### src/hw/rtl/crpf_ram.sv
module crpf_ram #(
  parameter int WIDTH = 64,
  parameter int DEPTH = 64
) (
  input  logic                     clk_i,
  input  logic                     we_i,
  input  logic [$clog2(DEPTH)-1:0] waddr_i,
  input  logic [WIDTH-1:0]         wdata_i,
  input  logic [$clog2(DEPTH)-1:0] raddr_i,
  output logic [WIDTH-1:0]         rdata_o
);

  logic [WIDTH-1:0] mem [DEPTH];

  always_ff @(posedge clk_i) begin
    if (we_i) begin
      mem[waddr_i] <= wdata_i;
    end
    rdata_o <= mem[raddr_i];
  end

endmodule

### config.mk
export PLATFORM = sky130hd
export DESIGN_NAME = crpf_ram
export DESIGN_NICKNAME = d
export VERILOG_FILES = /design/src/hw/rtl/crpf_ram.sv
export SDC_FILE = /design/constraint.sdc
export NUM_CORES = 2
export LEC_CHECK = 0
export BUFFER_PORTS_ARGS = -buffer_cell sky130_fd_sc_hd__buf_2
export CAP_MARGIN = 20
export CORE_MARGIN = 2
export CORE_UTILIZATION = 45
export DETAILED_ROUTE_END_ITERATION = 8
export SLEW_MARGIN = 15
export SYNTH_ARGS = -nofsm -noshare
export SYNTH_HDL_FRONTEND = slang
export SYNTH_SLANG_ARGS = --single-unit
### constraint.sdc
create_clock -name clk_i -period 16.9 [get_ports clk_i]
set_clock_uncertainty 0.2 [all_clocks]
set_input_delay 1.69 -clock clk_i [delete_from_list [all_inputs] [get_ports clk_i]]
set_output_delay 1.69 -clock clk_i [all_outputs]
set_load 0.02 [all_outputs]
[Word level (Yosys, flattened, before mapping)]
Memories as Yosys holds them, arrays and structs flattened. A register that Yosys moved wholly into a read port is not among the register bits.
Cells that the tools add are included.
Storage, ports and cells
  output and inout port bits: 64
  register bits: 0
  bits of input ports: 78
  memory bits (writable): 4096
  logic and storage cells: 3
  memories: 1
Memories
  mem: depth 64, width 64, rd ports 1, clocked after memory_dff 1, write ports 1, line 13  | logic [WIDTH-1:0] mem [DEPTH];
Operators by class
  multiplexer cells: 2
Operators by type and width (number)
  $mux 1: 2

[Logic depth before layout (Yosys ltp)]
  depth in word-level cells: 2
  mapped depth: 9
  depth with buffers taken out: 5

[Worst setup path after synthesis]
No wires, ideal clock.
  path type: input to register
  start: input waddr_i[3]
  end: memory mem[48][0] (enable)
  cell stages on the path: 4
  required time: 16136 ps
  path buffers: 1
  setup time: 564 ps
  arrival: 6562 ps
  slack: 9574 ps
  cells stage by stage: clkbuf_1 > nor2b_1 > nand4b_1 > nor3_1
RTL lines
  start, declared: line 7  | input logic [$clog2(DEPTH)-1:0] waddr_i,
  end, declared: line 13
Straight into the memory's write port.

==> impl_results.md <==
- Commonest non-fill, non-tap cell in the layout: edfxtp_1
- TritonCTS Sinks: 4160
- Status: complete, no violations
- Hold Slack: 0.644 ns
- Core Area: 346000 um2
- Tcrit/Tclk final: 35.3%
- Endpoint class of the critical path: flop
- CTS tree: built
- Number of global-route vias before repair: 75900
- Final ANT Viol Nets: 0
- Register area share after synthesis: 79.5%
- Fin. max-slew vios: 0
- Fin nets: 7102
- Mapped Nets: 6676
- Fin area: 177000 um2
- Via-to-Cell Ratio: 6.34
- Post-CTS setup buffer count: 0
- Final hold vios: 0
- Io pins: 142
- Dpl hpwl: 233 mm
- Crit path max-delay cell type: buf_4
- Crit path cell chain: buf_12 > buf_4 > buf_4 > buf_4 > buf_4 > mux4_2 > mux2i_1 > nand2_1 > a41oi_1 > a211oi_1
- Initial core utilization: 45.2%
- Synth Area per Inst: 23.7 um2
- Critical path type: in2reg
- Gr ovfl total: 0
- GP Congestion: 0.782
- IO Port Bufs: 141
- Initial drt markers: 11100
- Highest clock rate: 168 MHz
- P per Cell Area: 122 nW/um2
- Worst setup SP type: input pin
- Total track usage: 25.0%
- CP top delay family: buffers and inverters
- Post-CTS sizing: 0
- Drt drc: 0
- DR vias: 75800
- Setup TNS: 0 ns
- Worst skew pair latency: 0.97 ns
- Num CTS Buffers: 411
- Worst vdd ir: 0.108 mV
- WP data required: 17.50 ns
- Die area: 352000 um2
- Worst slew pin tran: 1.21 ns
- Setup-failing EPs final: 0
- Syn-to-layout area delta: 13.5%
- FP Rows: 216
- First-pass GRT wire length: 614 mm
- Flops & latches, synth: 4160
- Pin count of the biggest net entering global routing: 116
- CTS Buffer Depth: 4
- Crit path buffers/inverters: 5
- Hold buffer count at CTS: 0
- P_leak: 55.2 nW
- Highest-count cells in the layout ignoring fill and taps: 4096 x edfxtp_1, 1024 x mux4_2, 421 x clkbuf_16
- Placed cell areas: 163000 um2
- CTS root buffer: clkbuf_16
- WL final: 444 mm
- Hold Crit Class: reg2reg
- Largest stage delay, worst path: 0.76 ns
- Synth cell types: 33
- Yosys Warn Count: 0
- Total power: 21.7 mW
- Routed len/inst: 37.1 um
- Critical Path AT: 6.56 ns
- Period minus WS final: 5.97 ns
- Rel. slew slack: 19.0%
- Clk slew on worst S/H paths: 0.06 ns
- Critical path peak fanout: 78
- Netlist Area Pre-Place: 156000 um2
- Die W: 593 um
- H-tree depth: 5
- Pre-antenna DRT Iters: 6
- Core Util, Final: 51.3%
- Most common cell on crit path: buf_4
- Fraction of layout instances using a drive strength above 1: 28.8%
- Die Ht: 593 um
- Gate count after technology mapping: 6598
- Max-cap violations: 0
- Initial antenna violation count: 44
- Unrepaired setup endpoints after global routing: no
==> flip-flops by register name, indices dropped and copies added, names as in the netlist <==
name	flops
mem	4096
rdata_o	64
==> area by class of cell <==
cell class / count / area (um2)
Fill cell: 26800 / 169000
Sequential cell: 4160 / 124000
Multi-Input combinational cell: 2049 / 30800
Clock buffer: 536 / 11200
Tap cell: 4578 / 5730
Timing Repair Buffer: 383 / 2980
Clock inverter: 224 / 2310
Inverter: 19 / 71.3
Antenna cell: 20 / 50.0
==> stage by stage <==
stage | cells | setup WS, ns
after floorplan | 6598 | 9.57
after global placement | 11200 | 9.80
after detailed placement | 11200 | 9.79
after CTS | 11900 | 10.85
after global routing | 12000 | 10.41
final | 12000 | 10.93
==> synthesized netlist by cell type <==
| cell | number | share of area, % |
|---|---|---|
| a211oi_1 | 63 | 0.30 |
| a22o_1 | 88 | 0.49 |
| a22oi_1 | 168 | 0.81 |
| a2bb2oi_1 | 19 | 0.11 |
| a31o_1 | 1 | 0.0056 |
| a31oi_1 | 18 | 0.072 |
| a41oi_1 | 26 | 0.15 |
| and2_1 | 3 | 0.012 |
| and3_1 | 64 | 0.26 |
| buf_1 | 20 | 0.048 |
| buf_2 | 170 | 0.54 |
| buf_4 | 34 | 0.16 |
| buf_6 | 6 | 0.043 |
| clkbuf_1 | 140 | 0.34 |
| dfxtp_1 | 64 | 0.82 |
| edfxtp_1 | 4096 | 79 |
| inv_1 | 19 | 0.046 |
| mux2i_1 | 135 | 0.86 |
| mux4_2 | 1024 | 15 |
| nand2_1 | 58 | 0.14 |
| nand2b_1 | 11 | 0.044 |
| nand3_1 | 45 | 0.14 |
| nand3b_1 | 2 | 0.0096 |
| nand4_1 | 2 | 0.0080 |
| nand4b_1 | 1 | 0.0056 |
| nor2_1 | 112 | 0.27 |
| nor2b_1 | 28 | 0.11 |
| nor3_1 | 2 | 0.0064 |
| o221ai_1 | 38 | 0.21 |
| o22ai_1 | 83 | 0.33 |
| or2_2 | 28 | 0.11 |
| or3_1 | 29 | 0.12 |
| or3b_2 | 1 | 0.0056 |
==> cell families after synthesis <==
group | after synthesis | synth area share [%]
and+or+nand+nor | 386 | 1.24
muxes | 1159 | 15.6
DFF | 4160 | 79.5
buffers and inverters | 389 | 1.18
AOI/OAI and AO/OA | 504 | 2.48
==> report_power, final <==
part	internal [mW]	leakage (nW)	switching [mW]
Combinational	0.356	11.2	0.630
Sequential	11.4	37.4	0.0472
Clock	5.34	6.63	3.87
==> final timing paths <==
check                   start     endpoint  slack (ns)  cells after the start
setup / recovery   raddr_i[0]   rdata_o[5]       10.93                     10
hold / removal    mem[50][10]  rdata_o[10]        0.64                      4
setup reg to reg  mem[13][46]  rdata_o[46]       14.51                      5
hold reg to reg   mem[50][10]  rdata_o[10]        0.64                      4
==> worst min-delay path: stages, from the launching register on <==
cell and delay [ns]:
edfxtp_1 0.31, mux4_2 0.22, a22oi_1 0.08, nand3_1 0.07
and3_1 0.14
==> per-layer routing <==
metal	global-route usage, %	wire length, um	vias up
li1	-	-	29400
met1	34.8	172000	41700
met2	40.8	217000	4030
met3	4.30	41300	725
met4	7.44	13900	6
met5	0	34	-
(Power assumes the default switching activity.)
